<file path="config.mk">
export PLATFORM = sky130hd
export DESIGN_NAME = afc_decide
export DESIGN_NICKNAME = d
export VERILOG_FILES = /design/src/rtl/afc_pkg.sv /design/src/rtl/afc_decide.sv
export SDC_FILE = /design/constraint.sdc
export NUM_CORES = 1
export LEC_CHECK = 0
export ABC_AREA = 1
export ABC_CLOCK_PERIOD_IN_PS = 1200
export BUFFER_PORTS_ARGS = -buffer_cell sky130_fd_sc_hd__buf_2
export CORE_AREA = 3 3 40 42
export DETAILED_ROUTE_END_ITERATION = 10
export DIE_AREA = 0 0 43 45
export PLACE_DENSITY = 0.4
export SETUP_SLACK_MARGIN = 0.1
export SLEW_MARGIN = 40
export SYNTH_ARGS = -nofsm -noshare
export SYNTH_HDL_FRONTEND = slang
export SYNTH_SLANG_ARGS = --single-unit
export TNS_END_PERCENT = 5
</file>
<file path="constraint.sdc">
create_clock -name clock -period 1.2 [get_ports clock]
set_clock_uncertainty 0.05 [all_clocks]
set_input_delay 0.24 -clock clock [delete_from_list [all_inputs] [get_ports clock]]
set_output_delay 0.24 -clock clock [all_outputs]
set_load 0.01 [all_outputs]
</file>
<file path="src/rtl/afc_pkg.sv">
// ----------------------------------------------------------------------------
// afc_pkg: shared types and constants of the box/frustum classifier
// Plane layout, box layout, visibility codes and datapath widths.
// ----------------------------------------------------------------------------
package afc_pkg;

   // frustum has six planes, boxes have three axes
   localparam int NUM_PLANES = 6;
   localparam int NUM_AXES   = 3;

   // field widths
   localparam int COORD_W = 18;
   localparam int NORM_W  = 12;
   localparam int OFFS_W  = 28;
   localparam int PLANE_W = 64;
   localparam int PROD_W  = NORM_W + COORD_W;
   localparam int DIST_W  = 33;
   localparam int VIS_W   = 2;

   // register index width for six planes
   localparam int CSR_IDX_W = $clog2(NUM_PLANES);

   // packed stream widths
   localparam int REQ_DATA_W = ((2 * NUM_AXES * COORD_W + 7) / 8) * 8;
   localparam int RSP_DATA_W = ((VIS_W + 7) / 8) * 8;

   // outside margin, -0.01 in Q.10
   localparam logic signed [DIST_W-1:0] EPS_Q10 = -33'sd10;

   // classification result
   typedef enum logic [VIS_W-1:0] {
      VIS_OUTSIDE    = 2'd0,
      VIS_INSIDE     = 2'd1,
      VIS_INTERSECTS = 2'd2
   } vis_type;

   // one plane register: offset Q17.10 above nz, ny, nx in Q1.10
   typedef struct packed {
      logic signed [OFFS_W-1:0] offset;
      logic signed [NORM_W-1:0] nz;
      logic signed [NORM_W-1:0] ny;
      logic signed [NORM_W-1:0] nx;
   } plane_type;

   // sorted box, element 0 is x
   typedef struct packed {
      logic [NUM_AXES-1:0][COORD_W-1:0] hi;
      logic [NUM_AXES-1:0][COORD_W-1:0] lo;
   } box_type;

   // per-plane test outcome
   typedef struct packed {
      logic [NUM_PLANES-1:0] pos_below;
      logic [NUM_PLANES-1:0] neg_above;
   } plane_flags_type;

endpackage

</file>
<file path="src/rtl/afc_decide.sv">
// ----------------------------------------------------------------------------
// afc_decide: final classification stage
// Folds the per-plane flags into one visibility code and holds it for output.
// ----------------------------------------------------------------------------
module afc_decide (
   input  logic                     clock,
   input  logic                     reset,
   input  logic                     in_valid,
   output logic                     in_ready,
   input  afc_pkg::plane_flags_type flags,
   output logic                     out_valid,
   input  logic                     out_ready,
   output afc_pkg::vis_type         visibility
);

   logic             valid_ff;
   logic             advance;
   afc_pkg::vis_type vis_ff;
   afc_pkg::vis_type vis_in;

   assign advance  = !valid_ff || out_ready;
   assign in_ready = advance;

   // any plane rejecting wins, then all planes accepting
   always_comb begin
      if (|flags.pos_below) begin
         vis_in = afc_pkg::VIS_OUTSIDE;
      end else if (&flags.neg_above) begin
         vis_in = afc_pkg::VIS_INSIDE;
      end else begin
         vis_in = afc_pkg::VIS_INTERSECTS;
      end
   end

   // output valid
   always_ff @(posedge clock) begin
      if (reset) begin
         valid_ff <= 1'b0;
      end else if (advance) begin
         valid_ff <= in_valid;
      end
   end

   // output word
   always_ff @(posedge clock) begin
      if (advance && in_valid) begin
         vis_ff <= vis_in;
      end
   end

   assign out_valid  = valid_ff;
   assign visibility = vis_ff;

endmodule

</file>
==> impl_metrics.toml, run 1 <==
[power]
intPower_mw = 0.2680
p_sw_mw = 0.07429
power.density_nw_per_um2 = 1145
p_seq_share_pct = 34.5
combPwrFrac_pct = 14.0
vdd_drop_max_mv = 0.2014
clkPwrFrac_pct = 51.5
p_sw_share_pct = 21.70
p_leak_nw = 0.1683
p_total_mw = 0.3423

[worst_setup_path]
path_cells = "nand2_1, buf_2"
cp_max_fo = 3
cp.required_ps = 910
cp.buffers_inverters = 1
startpoint_type = "flop"
r2r_end = "visibility[1]$_SDFFCE_PP0P_"
crit_cells = 2
worstSetupPathType = "flop to output pin"
crit_path_start = "out_valid$_SDFFE_PP0P_"
cp-end-kind = "output pin"
timing.reg2reg.worst_path_depth = 1
r2r-start = "out_valid$_SDFFE_PP0P_"
slowest_stage = "dfxtp_1"
critPathTopFamily = "flip-flops"
endpoint = "in_ready"
crit_arrival_ps = 770
rrSetupSlack_ps = 320
crit_path_max_incr_delay_ps = 330

[logic_synthesis]
yosysSeqAreaShare_pct = 50.39
syn_avg_cell_area_um2 = 6.909
yosysUniqueCellTypes = 7
syn_area_um2 = 158.9
synth_nets = 39
synth_seq_cells = 3
syn_inst = 23
synth_warnings = 0

[finish]
layout-drive-gt1-share_pct = 47.83
fin_util_pct = 23.27
fillerInstances = 145
area_growth_pct = 88.19
antennaDiodeCount = 0
nNetsFinal = 63

[routing]
firstDrtPassIters = 1
routed_wl_um = 392
vias = 197
viasPerCell = 3.230
detail-route-antenna-nets = 0
drc = 0
post_drt_wl_per_cell_um = 6.426
drtIter0Drc = 0

[clock_network]
post-cts-setup-buffers = 0
htree_levels = 1
cts_tree = "done"
ctsHoldBuffers = 0
clkSinkCount = 3
cts_root_buf = "clkbuf_4"
cts.repair.resized = 0
cts.clk_slew.worst_paths_ps = 40
clkLatencyLatePin_ps = 230
numCtsBuffers = 3
clk_path_buf_depth = 2

[timing]
tns_ps = 0
drv_slew = 0
min_period_over_period_pct = 87.94
setup_viol = 0
maxSlewHeadroom_pct = 86.13
worst_slew_pin_slew_ps = 208.0
finalHoldViolCount = 0
clock.fmax_ghz = 0.9476
rsz0062_at_grt = "false"
min_period_ps = 1055

[global_route]
grt_max_degree = 4
first_global_vias = 170
grt_remaining_overflow = 0
grt_use_total_pct = 4.667
grt_pass1_wl_um = 558
antenna_found_initial = 0

[die]
die_height_um = 45
pin_count = 20
initial_core_util_pct = 12.37
core_um2 = 1285
die_w_um = 43
row_count = 13
die_area_um2 = 1935

[placed_design]
gp_congestion = 0.6653
dp_hpwl_um = 337.4
io_buffers = 19

[worst_hold_path]
min_path_type = "input port to flop"
hold_start = "reset"

[run_status]
status = "finished, final reports clean"

[job]
max_cap_violations = 0
[layout make-up]
cell class,instances,area [um^2],area share [%]
clock buffers,4,26.28,8.787
inverters,4,15.01,5.021
multi-input cells,16,63.81,21.34
flip-flops and latches,3,80.08,26.78
well taps,15,18.77,6.276
repair buffers,19,95.09,31.80
[how the worst min path moves through the flow]
stage,endpoint,slack [ps],depth (start not counted)
after CTS,out_valid$_SDFFE_PP0P_,100,2
after floorplan,out_valid$_SDFFE_PP0P_,260,1
after global placement,out_valid$_SDFFE_PP0P_,350,2
final,out_valid$_SDFFE_PP0P_,110,2
after global routing,out_valid$_SDFFE_PP0P_,110,2
after detailed placement,out_valid$_SDFFE_PP0P_,350,2
[kinds of logic (layout without fill, tap and decap cells)]
family          count (synthesis)  in the layout  synth area share (%)
flops                           3              3                 50.40
compound gates                  2              2                 6.299
simple gates                   14             14                 33.86
buf+inv                         4             27                 9.446
[metrics by stage]
step / hold WS (ps) / area (um^2) / worst slack, ps / std cells
floorplan: 259.1 / 158.9 / 310.0 / 23
global placement: 352.9 / 272.8 / 280.9 / 57
detailed placement: 350.8 / 272.8 / 274.1 / 57
CTS: 99.35 / 299.0 / 128.2 / 61
global route: 113.4 / 299.0 / 112.6 / 61
finish: 108.9 / 299.0 / 144.7 / 61
[metal layers]
metal / part of all wire [%] / routed length (um) / global-route usage (%) / up-vias
li1: - / - / - / 116
met1: 40 / 158 / 4.589 / 63
met2: 37 / 146 / 4.491 / 18
met3: 22 / 87 / 1.594 / 0
met4: 0 / 0 / 10.84 / 0
met5: 0 / 0 / 0 / -
[cells in the final DEF, fill, tap and decap left out]
cell      Yosys  layout
a21oi_1       2       2
nand3_1       1       1
clkbuf_4      0       3
nor2_1        7       7
nand2_1       6       6
clkbuf_1      0       1
buf_2         0      19
dfxtp_1       1       1
inv_1         4       4
edfxtp_1      2       2
[power by group through the flow]
stage	combinational (mW)	clock [mW]	sequential, mW
CTS	0.0488	0.190	0.118
finish	0.0479	0.176	0.118
global placement	0.0489	0	0.120
global route	0.0547	0.189	0.119
detailed placement	0.0487	0	0.120
floorplan	0.0145	0	0.123
[sequential cells by signal, summed over array words and instances, names as in the netlist]
signal      cells
out_valid       1
visibility      2
[Yosys cell counts]
master	number	area share, %
a21oi_1	2	6.3
edfxtp_1	2	38
dfxtp_1	1	13
inv_1	4	9.4
nor2_1	7	17
nand3_1	1	3.1
nand2_1	6	14
(Power assumes the default switching activity.)
==> run 2, diff against run 1 <==
==> constraint.sdc (replaced) <==
create_clock -name clock -period 1.2 [get_ports clock]
set_clock_uncertainty 0.05 [all_clocks]
set_input_delay 0.06 -clock clock [delete_from_list [all_inputs] [get_ports clock]]
set_output_delay 0.06 -clock clock [all_outputs]
set_load 0.01 [all_outputs]
==> impl_metrics.toml, run 2 (same netlist as run 1, synthesis figures left out) <==
[run_status]
status = "finished, final reports clean"

[power]
power.density_nw_per_um2 = 1118
p_leak_nw = 0.1724
vdd_drop_max_mv = 0.1941

[routing]
drc = 0
viasPerCell = 3.210
post_drt_wl_per_cell_um = 6.726
routed_wl_um = 417
firstDrtPassIters = 1
detail-route-antenna-nets = 0
vias = 199
drtIter0Drc = 0

[finish]
finalInstanceArea_um2 = 309.0
final_cell_mix = "19 x buf_2, 7 x nor2_1, 6 x nand2_1, 4 x inv_1, 3 x clkbuf_4"
nNetsFinal = 64
antennaDiodeCount = 0
largest_reg_flops = 2
fin_cells = 62
mostFrequentLayoutCell = "buf_2"
layout-drive-gt1-share_pct = 46.81
area_growth_pct = 94.49

[worst_hold_path]
hold_start = "out_ready"
min_path_type = "input port to flop"
min_path_cells = 4

[clock_network]
clk_path_buf_depth = 2
cts_tree = "done"
htree_levels = 1
clkLatencyLatePin_ps = 230
numCtsBuffers = 3
cts_root_buf = "clkbuf_4"
clkSinkCount = 3
cts.clk_slew.worst_paths_ps = 40
cts.repair.resized = 0

[die]
pin_count = 20
initial_core_util_pct = 12.37
core_um2 = 1285
die_height_um = 45
row_count = 13
die_area_um2 = 1935
die_w_um = 43

[worst_setup_path]
slowest_stage = "dfxtp_1"
cp.buffers_inverters = 1
worstSetupPathType = "flop to output pin"
r2r_end = "visibility[1]$_SDFFCE_PP0P_"
cp.required_ps = 1090
path_cells = "nand2_1, buf_2"
rrSetupSlack_ps = 320
crit_path_start = "out_valid$_SDFFE_PP0P_"
timing.reg2reg.worst_path_depth = 1
crit_path_max_incr_delay_ps = 330
startpoint_type = "flop"
cp_max_fo = 3
r2r-start = "out_valid$_SDFFE_PP0P_"
crit_arrival_ps = 770
crit_cells = 2
cp-end-kind = "output pin"
critPathTopFamily = "flip-flops"
endpoint = "in_ready"

[global_route]
grt_use_total_pct = 5.083
first_global_vias = 179
grt_remaining_overflow = 0
antenna_found_initial = 0
grt_max_degree = 4
grt_pass1_wl_um = 655

[placed_design]
dp_hpwl_um = 348.1
dpl-instance-area_um2 = 272.8
gp_congestion = 0.6173
io_buffers = 19
placed_cells = 57

[timing]
rsz0062_at_grt = "false"
setup_viol = 0
worst_slew_pin_slew_ps = 200.0
min_period_ps = 883.7
drv_slew = 0
maxSlewHeadroom_pct = 86.67
clock.fmax_ghz = 1.132
tns_ps = 0
finalHoldViolCount = 0
min_period_over_period_pct = 73.64

[job]
max_cap_violations = 0
-- run 2: metal layers --
| metal | GRT usage (%) | part of all wire [%] | vias up |
|---|---|---|---|
| met4 | 9.036 | 0 | 0 |
| li1 | - | - | 117 |
| met1 | 6.280 | 43 | 64 |
| met3 | 1.992 | 22 | 0 |
| met2 | 4.491 | 35 | 18 |
| met5 | 0 | 0 | - |
-- run 2: power by group --
group / total, mW / internal [mW] / switching, mW
sequential: 0.118 / 0.116 / 0.00193
combinational: 0.0509 / 0.0291 / 0.0218
clock: 0.176 / 0.125 / 0.0517
total: 0.346 / 0.270 / 0.0754
-- run 2: layout make-up --
cell class                 instances  area (um^2)
inverter                           4        15.01
clock buffer                       4        26.28
multi-input combinational         16        63.81
timing repair buffer              20        105.1
sequential                         3        80.08
tap                               15        18.77
fill                             148        975.9
-- run 2: worst min path at each step --
stage	end	slack, ps
after floorplan	out_valid$_SDFFE_PP0P_	80
after global placement	out_valid$_SDFFE_PP0P_	170
after detailed placement	out_valid$_SDFFE_PP0P_	180
after CTS	out_valid$_SDFFE_PP0P_	40
after global routing	out_valid$_SDFFE_PP0P_	70
final	out_valid$_SDFFE_PP0P_	60
-- run 2: timing repair --
item / in CTS / in global routing
hold buffers: 1 / 0
endpoints found under the hold margin: 1 / 0
buffers inserted: 0 / 0
-- run 2: metrics by stage --
stage | worst slack [ps] | utilization [%] | power, mW | hold WS (ps)
floorplan | 310.0 | - | 0.1378 | 79.07
global placement | 322.0 | 21.23 | 0.1687 | 173.9
finish | 316.3 | 24.05 | 0.3455 | 56.63
global route | 240.3 | 24.05 | 0.3680 | 66.09
CTS | 300.5 | 24.05 | 0.3571 | 44.11
detailed placement | 319.6 | 21.23 | 0.1690 | 176.5
-- run 2: worst min-delay path, stage by stage --
cell and delay [ps]:
buf_2 70, inv_1 40, nand2_1 60, a21oi_1 60
==> run 3, diff against run 2 <==
- ABC_CLOCK_PERIOD_IN_PS: 1200 -> 800
- PLACE_DENSITY: 0.4 -> 0.41
- clock period: 1.2 -> 0.8 ns (I/O delays scaled with it)
==> impl_metrics.toml, run 3 (same netlist as run 1, synthesis figures left out) <==
[clock_network]
numCtsBuffers = 3
clkSinkCount = 3
clkLatencyLatePin_ps = 230
htree_levels = 1
clk_path_buf_depth = 2
cts_tree = "done"
cts.clk_slew.worst_paths_ps = 40
cts_root_buf = "clkbuf_4"

[global_route]
grt_use_total_pct = 6.589
grt_pass1_wl_um = 876
grt_remaining_overflow = 0
antenna_found_initial = 0
first_global_vias = 222
grt_max_degree = 3

[timing]
min_period_ps = 913.5
worst_slew_pin_slew_ps = 142.0
setup_viol = 7
setup_slack_ps = -113.5
fin_hold_ws_ps = 42.42
maxSlewHeadroom_pct = 90.53
min_period_over_period_pct = 114.2
drv_slew = 0
rsz0062_at_grt = "true"
finalHoldViolCount = 0
clock.fmax_ghz = 1.095

[finish]
antennaDiodeCount = 0
fin_util_pct = 27.26
area_growth_pct = 120.5
final_cell_mix = "18 x buf_2, 7 x nor2_1, 5 x nand2_1, 4 x inv_1, 3 x clkbuf_4"
fillerInstances = 153
multi_input_area_um2 = 78.83
largest_reg_flops = 2
nNetsFinal = 66
mostFrequentLayoutCell = "buf_2"
register_area_um2 = 81.33
layout-drive-gt1-share_pct = 57.14

[die]
die_w_um = 43
initial_core_util_pct = 12.37
core_um2 = 1285
die_height_um = 45
pin_count = 20
die_area_um2 = 1935
row_count = 13

[power]
p_leak_nw = 0.1934
power.density_nw_per_um2 = 1568
vdd_drop_max_mv = 0.3459

[worst_setup_path]
cp.required_ps = 710
cp_max_fo = 2
startpoint_type = "flop"
r2r-start = "out_valid$_SDFFE_PP0P_"
crit_arrival_ps = 820
crit_path_start = "out_valid$_SDFFE_PP0P_"
cp-end-kind = "output pin"
worstSetupPathType = "flop to output pin"

[job]
max_cap_violations = 0

[routing]
detail-route-antenna-nets = 0
firstDrtPassIters = 2
drc = 0
viasPerCell = 3.344
drtIter0Drc = 6
routed_wl_um = 489
vias = 214
post_drt_wl_per_cell_um = 7.641

[placed_design]
gp_congestion = 0.6139
dp_hpwl_um = 358.1
io_buffers = 19

[worst_hold_path]
hold_start = "in_valid"
min_path_type = "input port to flop"

[run_status]
status = "finished, violations left"
violations = "negative setup slack"
[run 3: changes by cell type in the layout (fill, tap and decap cells not counted)]
cell	previous run	this run
a21oi_1	2	0
nand2_4	0	1
dfxtp_2	0	1
a21oi_2	0	2
buf_6	0	2
dfxtp_1	1	0
buf_4	0	1
buf_2	19	18
nand2_1	6	5
[run 3: worst max-delay path, cell delays in order, from the launching register on]
cell,delay [ps]
dfxtp_2,330
buf_6,100
nand2_4,40
buf_6,110
[run 3: final cells by class]
type,instances,share of cell area [%]
Inverter,4,4.286
Clock buffer,4,7.500
Tap cell,15,5.357
Multi-Input combinational cell,16,22.50
Sequential cell,3,23.21
Timing Repair Buffer,22,37.14
[run 3: power breakdown]
part / internal, mW / switching (mW)
combinational: 0.0575 / 0.0417
clock: 0.187 / 0.0839
sequential: 0.175 / 0.00374
total: 0.420 / 0.129
[run 3: final timing paths]
kind                                                    end  slack (ps)  cells after the start
worst max-delay path                               in_ready        -110                      3
worst min-delay path                 out_valid$_SDFFE_PP0P_          40                      3
worst max register to register       out_valid$_SDFFE_PP0P_         -40                      4
worst min register to register  visibility[1]$_SDFFCE_PP0P_         520                      1
[run 3: repair_timing]
item | CTS | global route
pin swaps | 1 | 0
resized for setup | 5 | 0
setup endpoints to repair | 7 | 7
buffers inserted | 1 | 0
hold buffers | 1 | 0
endpoints found under the hold margin | 1 | 0
[run 3: layer usage]
| metal | routed length (um) | share of wire (%) | up-vias | global-route usage (%) |
|---|---|---|---|---|
| li1 | - | - | 121 | - |
| met2 | 245 | 50 | 12 | 9.581 |
| met4 | 0 | 0 | 0 | 7.229 |
| met5 | 0 | 0 | - | 0 |
| met3 | 63 | 13 | 0 | 2.789 |
| met1 | 180 | 37 | 81 | 6.780 |
[run 3: stage by stage]
stage                     instance area (um^2)  cells  worst slack, ps  setup TNS [ps]  power [mW]
final                                    350.3     64           -113.5          -319.3      0.5494
after global routing                     350.3     64           -157.3          -595.2      0.5962
after CTS                                350.3     64           -115.7          -348.9      0.5611
after detailed placement                 285.3     58           -18.99          -37.97      0.2613
after global placement                   285.3     58           -2.030          -4.047      0.2601
after floorplan                          163.9     23           -15.67          -31.33      0.2097
