**src/rtl/afc_pkg.sv**
```systemverilog
// ----------------------------------------------------------------------------
// afc_pkg: shared types and constants of the box/frustum classifier
// Plane layout, box layout, visibility codes and datapath widths.
// ----------------------------------------------------------------------------
package afc_pkg;

   // frustum has six planes, boxes have three axes
   localparam int NUM_PLANES = 6;
   localparam int NUM_AXES   = 3;

   // field widths
   localparam int COORD_W = 18;
   localparam int NORM_W  = 12;
   localparam int OFFS_W  = 28;
   localparam int PLANE_W = 64;
   localparam int PROD_W  = NORM_W + COORD_W;
   localparam int DIST_W  = 33;
   localparam int VIS_W   = 2;

   // register index width for six planes
   localparam int CSR_IDX_W = $clog2(NUM_PLANES);

   // packed stream widths
   localparam int REQ_DATA_W = ((2 * NUM_AXES * COORD_W + 7) / 8) * 8;
   localparam int RSP_DATA_W = ((VIS_W + 7) / 8) * 8;

   // outside margin, -0.01 in Q.10
   localparam logic signed [DIST_W-1:0] EPS_Q10 = -33'sd10;

   // classification result
   typedef enum logic [VIS_W-1:0] {
      VIS_OUTSIDE    = 2'd0,
      VIS_INSIDE     = 2'd1,
      VIS_INTERSECTS = 2'd2
   } vis_type;

   // one plane register: offset Q17.10 above nz, ny, nx in Q1.10
   typedef struct packed {
      logic signed [OFFS_W-1:0] offset;
      logic signed [NORM_W-1:0] nz;
      logic signed [NORM_W-1:0] ny;
      logic signed [NORM_W-1:0] nx;
   } plane_type;

   // sorted box, element 0 is x
   typedef struct packed {
      logic [NUM_AXES-1:0][COORD_W-1:0] hi;
      logic [NUM_AXES-1:0][COORD_W-1:0] lo;
   } box_type;

   // per-plane test outcome
   typedef struct packed {
      logic [NUM_PLANES-1:0] pos_below;
      logic [NUM_PLANES-1:0] neg_above;
   } plane_flags_type;

endpackage

```
**src/rtl/afc_sort.sv**
```systemverilog
// ----------------------------------------------------------------------------
// afc_sort: corner sorting stage
// Registers per-axis minimum and maximum of the two box corners.
// ----------------------------------------------------------------------------
module afc_sort (
   input  logic                                              clock,
   input  logic                                              reset,
   input  logic                                              in_valid,
   output logic                                              in_ready,
   input  logic [afc_pkg::NUM_AXES-1:0][afc_pkg::COORD_W-1:0] corner_a,
   input  logic [afc_pkg::NUM_AXES-1:0][afc_pkg::COORD_W-1:0] corner_b,
   output logic                                              out_valid,
   input  logic                                              out_ready,
   output afc_pkg::box_type                                  box
);

   logic             valid_ff;
   logic             advance;
   afc_pkg::box_type box_ff;
   afc_pkg::box_type box_in;

   assign advance  = !valid_ff || out_ready;
   assign in_ready = advance;

   // per-axis compare and swap
   always_comb begin
      for (int a = 0; a < afc_pkg::NUM_AXES; a++) begin
         if ($signed(corner_a[a]) < $signed(corner_b[a])) begin
            box_in.lo[a] = corner_a[a];
            box_in.hi[a] = corner_b[a];
         end else begin
            box_in.lo[a] = corner_b[a];
            box_in.hi[a] = corner_a[a];
         end
      end
   end

   // stage valid
   always_ff @(posedge clock) begin
      if (reset) begin
         valid_ff <= 1'b0;
      end else if (advance) begin
         valid_ff <= in_valid;
      end
   end

   // stage payload
   always_ff @(posedge clock) begin
      if (advance && in_valid) begin
         box_ff <= box_in;
      end
   end

   assign out_valid = valid_ff;
   assign box       = box_ff;

endmodule

```
**config.mk**
```make
export PLATFORM = sky130hd
export DESIGN_NAME = afc_sort
export DESIGN_NICKNAME = d
export VERILOG_FILES = /design/src/rtl/afc_pkg.sv /design/src/rtl/afc_sort.sv
export SDC_FILE = /design/constraint.sdc
export NUM_CORES = 1
export LEC_CHECK = 0
export ABC_AREA = 1
export BUFFER_PORTS_ARGS = -buffer_cell sky130_fd_sc_hd__buf_2
export CAP_MARGIN = 40
export CORE_ASPECT_RATIO = 1.5
export CORE_MARGIN = 10
export CORE_UTILIZATION = 50
export CTS_BUF_LIST = sky130_fd_sc_hd__clkbuf_4
export DETAILED_ROUTE_END_ITERATION = 16
export PLACE_DENSITY = 0.89
export SYNTH_ARGS = -nofsm -noshare
export SYNTH_HDL_FRONTEND = slang
export SYNTH_SLANG_ARGS = --single-unit
export TNS_END_PERCENT = 10
```
**constraint.sdc**
```tcl
create_clock -name clock -period 12.2 [get_ports clock]
set_clock_uncertainty 0.05 [all_clocks]
set_input_delay 2.44 -clock clock [delete_from_list [all_inputs] [get_ports clock]]
set_output_delay 2.44 -clock clock [all_outputs]
set_load 0.02 [all_outputs]
```
==> flow_summary.toml, run 1 <==
[routing]
wirelength_um = 18100
ant_nets = 0
drtPass1Iterations = 5
post_drt_wl_per_cell_um = 16.0
drc = 0
vias = 6046
vias_per_cell = 5.36
drt_iter0_drc = 329

[synth]
syn_area_mm2 = 0.00681
synth_fp_nets = 919
ys_ff_latch = 109
synth_area_leaders = "edfxtp_1, nand3_1, nand2_1, ha_1, inv_1"
ys_seq_area_share_pct = 47.9
synth_top_area_share_pct = 47.6
yosys_warnings = 0
synth_cell_types = 19
avgSynthCellArea_um2 = 9.00
yosys.area.top_type = "edfxtp_1"
synth_cells = 756

[sta]
grt_setup_unrepaired = "no"
tightest_slew_ns = 0.749
finalCriticalPeriod_ns = 5.36
hold_viol_final = 0
slew_headroom_pct = 50.0
finalCritPeriodShare_pct = 44.0
max_freq_mhz = 186
tns_ns = 0
holdWs_ns = 0.486
finalSetupViolCount = 0
timing.final.max_slew_violations = 0

[critical_path]
crit_type = "input port to primary output"
crit_path_max_incr_delay_ns = 0.16
cp-start-kind = "input port"
path_delay_family = "buffers and inverters"
path_cells = "buf_2 -> inv_1 -> nand2_1 -> buf_2"
cp.required_ns = 9.71
critPathMaxFanout = 2
slowest_stage = "buf_2"
r2r_slack_ns = 9.99
cpMostUsedCell = "buf_2"
end_kind = "primary output"
arrival_ns = 2.87
critPathBufInv = 3

[pwr]
power_w = 0.000974
vdd_drop_max_mv = 0.0629
leakagePower_nw = 4.23
power_density_mw_per_mm2 = 122

[grt]
grt_use_total_pct = 18.6
grt-busiest-layer = "met2"
grt_pass1_wl_um = 28500
grt_max_degree = 58
grt_use_met1_pct = 19.5
grt_util_met3_pct = 5.83
grt-ovfl-total = 0
grt_pass1_vias = 5842
met2_usage_pct = 32.6
antenna_found_initial = 8

[clock_network]
cts_buffers = 9
path_clk_slew_ns = 0.16
cts_resized = 0
clockRootBuffer = "clkbuf_4"
clockBufferDepth = 2
htree_levels = 3
worstSkewPairLatency_ns = 0.45
cts_tree = "yes"
cts_setup_buffers = 0
cts.sinks = 109
cts_hold_buf = 0

[hold_path]
hp-class = "flip-flop to flip-flop"

[layout]
multi_input_area_mm2 = 0.00292
drive_gt1_share_pct = 27.9
register_area_mm2 = 0.00326
areaGrowthSynthToFinish_pct = 17.5
final_nets = 1117
fillCellCount = 1193
fin_util_pct = 59.7

[die]
ios = 222
core_area_mm2 = 0.0134
initial_core_util_pct = 50.8
dieArea_mm2 = 0.0188
die_h_um = 163
dieWidth_um = 115
rows = 52

[place]
gp_congestion = 0.850
numPortBuffers = 221
dp_hpwl_um = 13900

[run_status]
outcome = "finished, final reports clean"

[run]
maxCapViolCount = 0
## cells by family (layout without fill, tap and decap cells)
logic type | after synthesis | in the layout | synth area share, %
adders and majority gates | 51 | 51 | 9.37
buffers and inverters | 125 | 327 | 9.37
other | 0 | 9 | 0
AOI/OAI and AO/OA | 23 | 23 | 1.80
and+or+nand+nor | 448 | 448 | 31.5
DFF | 109 | 109 | 47.9
## cell usage in the layout, fill, tap and decap left out, drive strengths merged
master / Yosys / layout
nand2: 202 / 202
buf: 36 / 223
ha: 51 / 51
nor2: 24 / 24
inv: 89 / 92
and2: 3 / 3
a21o: 3 / 3
nand3b: 3 / 3
a21oi: 17 / 17
dfxtp: 1 / 1
diode: 0 / 9
clkbuf: 0 / 9
edfxtp: 108 / 108
bufinv: 0 / 1
clkinv: 0 / 2
o21ai: 3 / 3
nand3: 216 / 216
## flip-flops by register name, indices dropped and copies added, names as in the netlist
| name | count |
|---|---|
| box | 108 |
| out_valid | 1 |
## stage by stage
| stage | instance area (um2) | std cells | setup WS [ns] |
|---|---|---|---|
| floorplan | 6810 | 756 | 3.85 |
| global placement | 7840 | 1105 | 6.83 |
| detailed placement | 7840 | 1105 | 6.83 |
| CTS | 7980 | 1120 | 6.83 |
| global route | 7990 | 1126 | 6.80 |
| finish | 8000 | 1129 | 6.84 |
## where the power goes
group | total (W) | internal, W | leakage [nW] | switching, W
logic | 0.000303 | 0.0000972 | 3.09 | 0.000206
registers | 0.000478 | 0.000469 | 1.06 | 0.00000973
clock network | 0.000192 | 0.0000639 | 0.0772 | 0.000128
total | 0.000974 | 0.000630 | 4.23 | 0.000344
## cell type report
| class | instances | area share, % |
|---|---|---|
| antenna | 9 | 0.282 |
| clock buffer | 9 | 0.845 |
| clock inverter | 6 | 0.876 |
| inverter | 89 | 4.18 |
| multi-input combinational | 522 | 36.5 |
| sequential | 109 | 40.8 |
| tap | 162 | 2.53 |
| timing repair buffer | 223 | 14.0 |
## synthesized netlist by cell type
| master | count |
|---|---|
| nor2_2 | 3 |
| dfxtp_1 | 1 |
| ha_1 | 51 |
| nand3b_4 | 3 |
| nand3_1 | 207 |
| nand2_4 | 6 |
| a21oi_1 | 17 |
| nor2_1 | 21 |
| o21ai_0 | 3 |
| a21o_1 | 3 |
| buf_4 | 27 |
| edfxtp_1 | 108 |
| buf_6 | 9 |
| nand2_2 | 4 |
| nand3_4 | 3 |
| nand3_2 | 6 |
| inv_1 | 89 |
| and2_4 | 3 |
| nand2_1 | 192 |
## tightest hold or removal path: stages, from the launching register on
cell and delay [ns]:
dfxtp_1 0.38, nand2_1 0.09, a21oi_1 0.06
## path summary, 6_finish.rpt
check / from / to / cells after the start
min: out_valid / out_valid / 2
max: out_ready / in_ready / 4
min reg2reg: out_valid / out_valid / 2
max reg2reg: out_valid / box[99] / 3
## routing by layer
| layer | part of all wire, % | up-vias | routed length (um) |
|---|---|---|---|
| met2 | 52 | 272 | 9500 |
| met5 | 0.050 | - | 9 |
| met4 | 3.0 | 2 | 552 |
| li1 | - | 2971 | - |
| met3 | 9.3 | 36 | 1690 |
| met1 | 35 | 2765 | 6360 |
(Power assumes the default switching activity.)
==> run 2: changes to the inputs <==
ABC_AREA = 0   (was 1)
clock period = 5 ns   (was 12.2 ns; I/O delays follow)
==> flow_summary.toml, run 2 <==
[critical_path]
cp.required_ns = 5.17
cp-start-kind = "input port"
crit_path_max_incr_delay_ns = 0.45
critPathMaxFanout = 22
crit_type = "input port to flip-flop"
arrival_ns = 3.46
path_cells = "buf_2 -> inv_1 -> ha_1 -> a2111oi_2 -> o21ai_1 -> a221oi_2 -> nor3_2 -> buf_4 -> o22ai_4 -> mux2_2"
slowest_stage = "o22ai_4"
end_kind = "flip-flop"
r2r_slack_ns = 3.14

[grt]
grt-busiest-layer = "met2"
antenna_found_initial = 2
grt_max_degree = 64
grt_use_met1_pct = 17.7
grt_pass1_vias = 5131
grt_pass1_wl_um = 25900
grt_util_met3_pct = 4.70
grt_use_total_pct = 17.4
grt-ovfl-total = 0
met2_usage_pct = 32.5

[sta]
hold_viol_final = 0
max_freq_mhz = 304
tightest_slew_ns = 0.821
finalCritPeriodShare_pct = 65.8
tns_ns = 0
finalSetupViolCount = 0
slew_headroom_pct = 45.2
holdWs_ns = 0.518
timing.final.max_slew_violations = 0
finalCriticalPeriod_ns = 3.29
grt_setup_unrepaired = "no"

[clock_network]
cts_setup_buffers = 0
cts_tree = "yes"
clockRootBuffer = "clkbuf_4"
worstSkewPairLatency_ns = 0.44
cts_resized = 0
cts_hold_buf = 0
cts_buffers = 9
path_clk_slew_ns = 0.16
cts.sinks = 109
clockBufferDepth = 2
htree_levels = 3

[layout]
drive_gt1_share_pct = 43.6
final_common_cell = "buf_2"
final_nets = 906
layout_common_cells = "buf_2, edfxtp_1, mux2_2"
finish.instance_area_mm2 = 0.00802
largest_register_ffs = 108
areaGrowthSynthToFinish_pct = 21.3
fillCellCount = 1065

[pwr]
vdd_drop_max_mv = 0.195
power_density_mw_per_mm2 = 283
power_w = 0.00227
leakagePower_nw = 3.57

[synth]
yosys.area.top_type = "edfxtp_1"
syn_area_mm2 = 0.00662
synth_cell_types = 41
synth-edff-count = 108
yosys_warnings = 0
synth_top_area_share_pct = 49.0
synth_fp_nets = 691
yosys.cell_count.top_type = "edfxtp_1"
ys_ff_latch = 109
synth_area_leaders = "edfxtp_1, mux2_2, ha_1, a311o_1, inv_1"
synthArstFlopShare_pct = 0
synth_cells = 528
synthFlopType = "edfxtp_1"
synth_common_cells = "edfxtp_1, mux2_2, inv_1"
ys_seq_area_share_pct = 49.3
avgSynthCellArea_um2 = 12.5

[routing]
ant_nets = 0
vias_per_cell = 5.51
vias = 5009
wirelength_um = 16600
post_drt_wl_per_cell_um = 18.3
drc = 0
drt_iter0_drc = 249
drtPass1Iterations = 4

[hold_path]
hp-class = "flip-flop to flip-flop"

[die]
ios = 222
rows = 51
dieWidth_um = 114
core_area_mm2 = 0.0130
initial_core_util_pct = 51.1
die_h_um = 161
dieArea_mm2 = 0.0183

[place]
placed_area_mm2 = 0.00788
dp_hpwl_um = 13200
gp_congestion = 0.805
numPortBuffers = 221

[run]
maxCapViolCount = 0

[run_status]
outcome = "finished, final reports clean"
[run 2: kinds of logic after synthesis]
family | Yosys count | synth area share (%)
fa+ha+maj | 51 | 9.65
compound gates | 113 | 13.4
simple gates | 85 | 6.98
flops | 109 | 49.3
mux | 88 | 14.9
buf+inv | 82 | 5.79
[run 2: layer usage]
| layer | part of all wire, % | wire length [um] | vias to the layer above |
|---|---|---|---|
| met5 | 0 | 0 | - |
| met4 | 2.6 | 436 | 0 |
| met3 | 7.3 | 1220 | 26 |
| met2 | 55 | 9080 | 147 |
| met1 | 36 | 5910 | 2382 |
| li1 | - | - | 2454 |
[run 2: path summary, 6_finish.rpt]
kind,startpoint,endpoint,depth (start not counted)
setup / recovery,corner_b[21],box[82],10
hold / removal,out_valid,out_valid,2
setup reg to reg,out_valid,box[26],4
hold reg to reg,out_valid,out_valid,2
[run 2: critical path: cells and delay by family]
kind | cells | cell delay (ns)
buf+inv | 3 | 0.40
fa+ha+maj | 1 | 0.29
compound gates | 4 | 1.29
simple gates | 1 | 0.06
mux | 1 | 0.40
[run 2: through the flow]
| stage | setup slack (ns) | util [%] | std cells |
|---|---|---|---|
| after floorplan | 0.677 | - | 528 |
| after global placement | 1.23 | 60.2 | 888 |
| after detailed placement | 1.19 | 60.8 | 891 |
| after CTS | 1.72 | 61.9 | 907 |
| after global routing | 1.57 | 61.9 | 909 |
| final | 1.71 | 61.9 | 909 |
[run 2: final cells by class]
| class | count | area [um2] | share of cell area, % |
|---|---|---|---|
| Multi-Input combinational cell | 337 | 2970 | 37.0 |
| Sequential cell | 109 | 3260 | 40.7 |
| Inverter | 56 | 210 | 2.62 |
| Clock buffer | 9 | 67.6 | 0.842 |
| Timing Repair Buffer | 230 | 1230 | 15.4 |
| Antenna cell | 2 | 5.00 | 0.0624 |
| Clock inverter | 7 | 72.6 | 0.905 |
| Tap cell | 159 | 199 | 2.48 |
[run 2: where the power goes]
group	switching [W]	total (W)	internal, W
Combinational	0.000385	0.000667	0.000281
Sequential	0.0000208	0.00114	0.00112
Clock	0.000304	0.000459	0.000155
==> run 3: changes to the inputs <==
ABC_AREA = 1   (was 0)
CORE_UTILIZATION = 48   (was 50)
clock period = 2.6 ns   (was 5 ns; I/O delays follow)
==> flow_summary.toml, run 3 (same netlist as run 1, synthesis figures left out) <==
[run_status]
outcome = "finished, final reports clean"

[routing]
drc = 0
drtPass1Iterations = 6
post_drt_wl_per_cell_um = 15.9
vias = 6153
vias_per_cell = 5.27
wirelength_um = 18600
ant_nets = 0
drt_iter0_drc = 567

[sta]
finalCritPeriodShare_pct = 77.5
max_freq_mhz = 496
timing.final.max_slew_violations = 0
finalSetupViolCount = 0
finalCriticalPeriod_ns = 2.01
holdWs_ns = 0.147
slew_headroom_pct = 75.0
tightest_slew_ns = 0.374
grt_setup_unrepaired = "no"
hold_viol_final = 0

[layout]
multi_input_area_mm2 = 0.00292
areaGrowthSynthToFinish_pct = 20.5
register_area_mm2 = 0.00326
final_common_cell = "buf_2"
fin_util_pct = 58.6
layout_common_cells = "buf_2, nand3_1, nand2_1"
fillCellCount = 1214
drive_gt1_share_pct = 29.0
final_nets = 1129
largest_register_ffs = 108

[clock_network]
cts_hold_buf = 0
cts_setup_buffers = 0
htree_levels = 3
clockBufferDepth = 2
clockRootBuffer = "clkbuf_4"
cts_resized = 0
path_clk_slew_ns = 0.15
cts.sinks = 109
cts_buffers = 9
cts_tree = "yes"
worstSkewPairLatency_ns = 0.45

[critical_path]
critPathBufInv = 2
crit_path_max_incr_delay_ns = 0.41
slowest_stage = "ha_1"
startpoint = "corner_b[17]"
path_delay_family = "simple AND/OR/NAND/NOR gates"
crit_type = "input port to flip-flop"
reg2reg_from = "out_valid"
end_kind = "flip-flop"
arrival_ns = 2.19
cp-start-kind = "input port"
path_cells = "buf_2 -> inv_1 -> ha_1 -> nand2_1 -> nor2_2 -> and2_4 -> nand2_2 -> nand3_4 -> nand2_4 -> nand3_1 -> nand2_1"
cpMostUsedCell = "nand2_1"
critPathMaxFanout = 34
cp.required_ns = 2.78

[die]
initial_core_util_pct = 48.7
die_h_um = 166
ios = 222
rows = 53
dieArea_mm2 = 0.0194
core_area_mm2 = 0.0140
dieWidth_um = 117

[grt]
grt-ovfl-total = 0
grt_max_degree = 58
grt_pass1_wl_um = 29300
grt_pass1_vias = 6047
grt_use_total_pct = 18.7
antenna_found_initial = 7

[pwr]
power_density_mw_per_mm2 = 573
p_sw_share_pct = 34.1
combPwrFrac_pct = 31.5
internal_power_w = 0.00310
pwr-share-seq_pct = 47.8
vdd_drop_max_mv = 0.293
leakagePower_nw = 4.31
p_clk_share_pct = 20.6
switchingPower_w = 0.00161

[hold_path]
hp-start = "reset"
hp-class = "input port to flip-flop"

[place]
numPortBuffers = 221
gp_congestion = 0.859
dp_hpwl_um = 14500

[run]
maxCapViolCount = 0
[run 3: worst paths after layout]
| kind | to | slack, ns | cells after the start |
|---|---|---|---|
| worst max-delay path | box[65] | 0.59 | 11 |
| worst min-delay path | out_valid | 0.15 | 2 |
| worst max register to register | box[50] | 1.28 | 2 |
| worst min register to register | out_valid | 0.48 | 2 |
[run 3: layout make-up]
| cell class | instances | area share, % |
|---|---|---|
| inverter | 89 | 4.22 |
| tap | 192 | 2.93 |
| clock buffer | 10 | 0.915 |
| timing repair buffer | 235 | 15.4 |
| clock inverter | 5 | 1.04 |
| multi-input combinational | 522 | 35.6 |
| sequential | 109 | 39.8 |
| antenna | 6 | 0.183 |
[run 3: metrics by stage]
step | cell area [um2] | worst slack (ns) | std cells | total power [W] | TNS [ns]
floorplan | 6830 | -0.204 | 756 | 0.00332 | -22.02
global placement | 8030 | 0.198 | 1147 | 0.00372 | 0
detailed placement | 8030 | 0.0983 | 1147 | 0.00378 | 0
CTS | 8190 | 0.626 | 1162 | 0.00473 | 0
global route | 8200 | 0.450 | 1168 | 0.00496 | 0
finish | 8200 | 0.585 | 1168 | 0.00470 | 0
[run 3: worst register-to-register path, cell delays in order (launching register included)]
cell and delay (ns):
dfxtp_1 0.37, a21oi_4 0.23, buf_12 0.30
[run 3: metal layers]
layer  vias up  global-route usage [%]  part of all wire (%)
met1      2852                    19.5                    35
met2       267                    33.7                    53
met4         2                    8.63                   3.1
met5         -                       0                 0.038
met3        43                    4.70                   8.2
li1       2989                       -                     -
[run 3: power by group through the flow]
stage | Combinational, W | Sequential (W) | Clock [W]
6_report | 0.00148 | 0.00225 | 0.000970
4_1_cts | 0.00149 | 0.00225 | 0.000985
5_1_grt | 0.00165 | 0.00226 | 0.00104
2_1_floorplan | 0.000778 | 0.00254 | 0
3_3_place_gp | 0.00143 | 0.00229 | 0
3_5_place_dp | 0.00149 | 0.00229 | 0
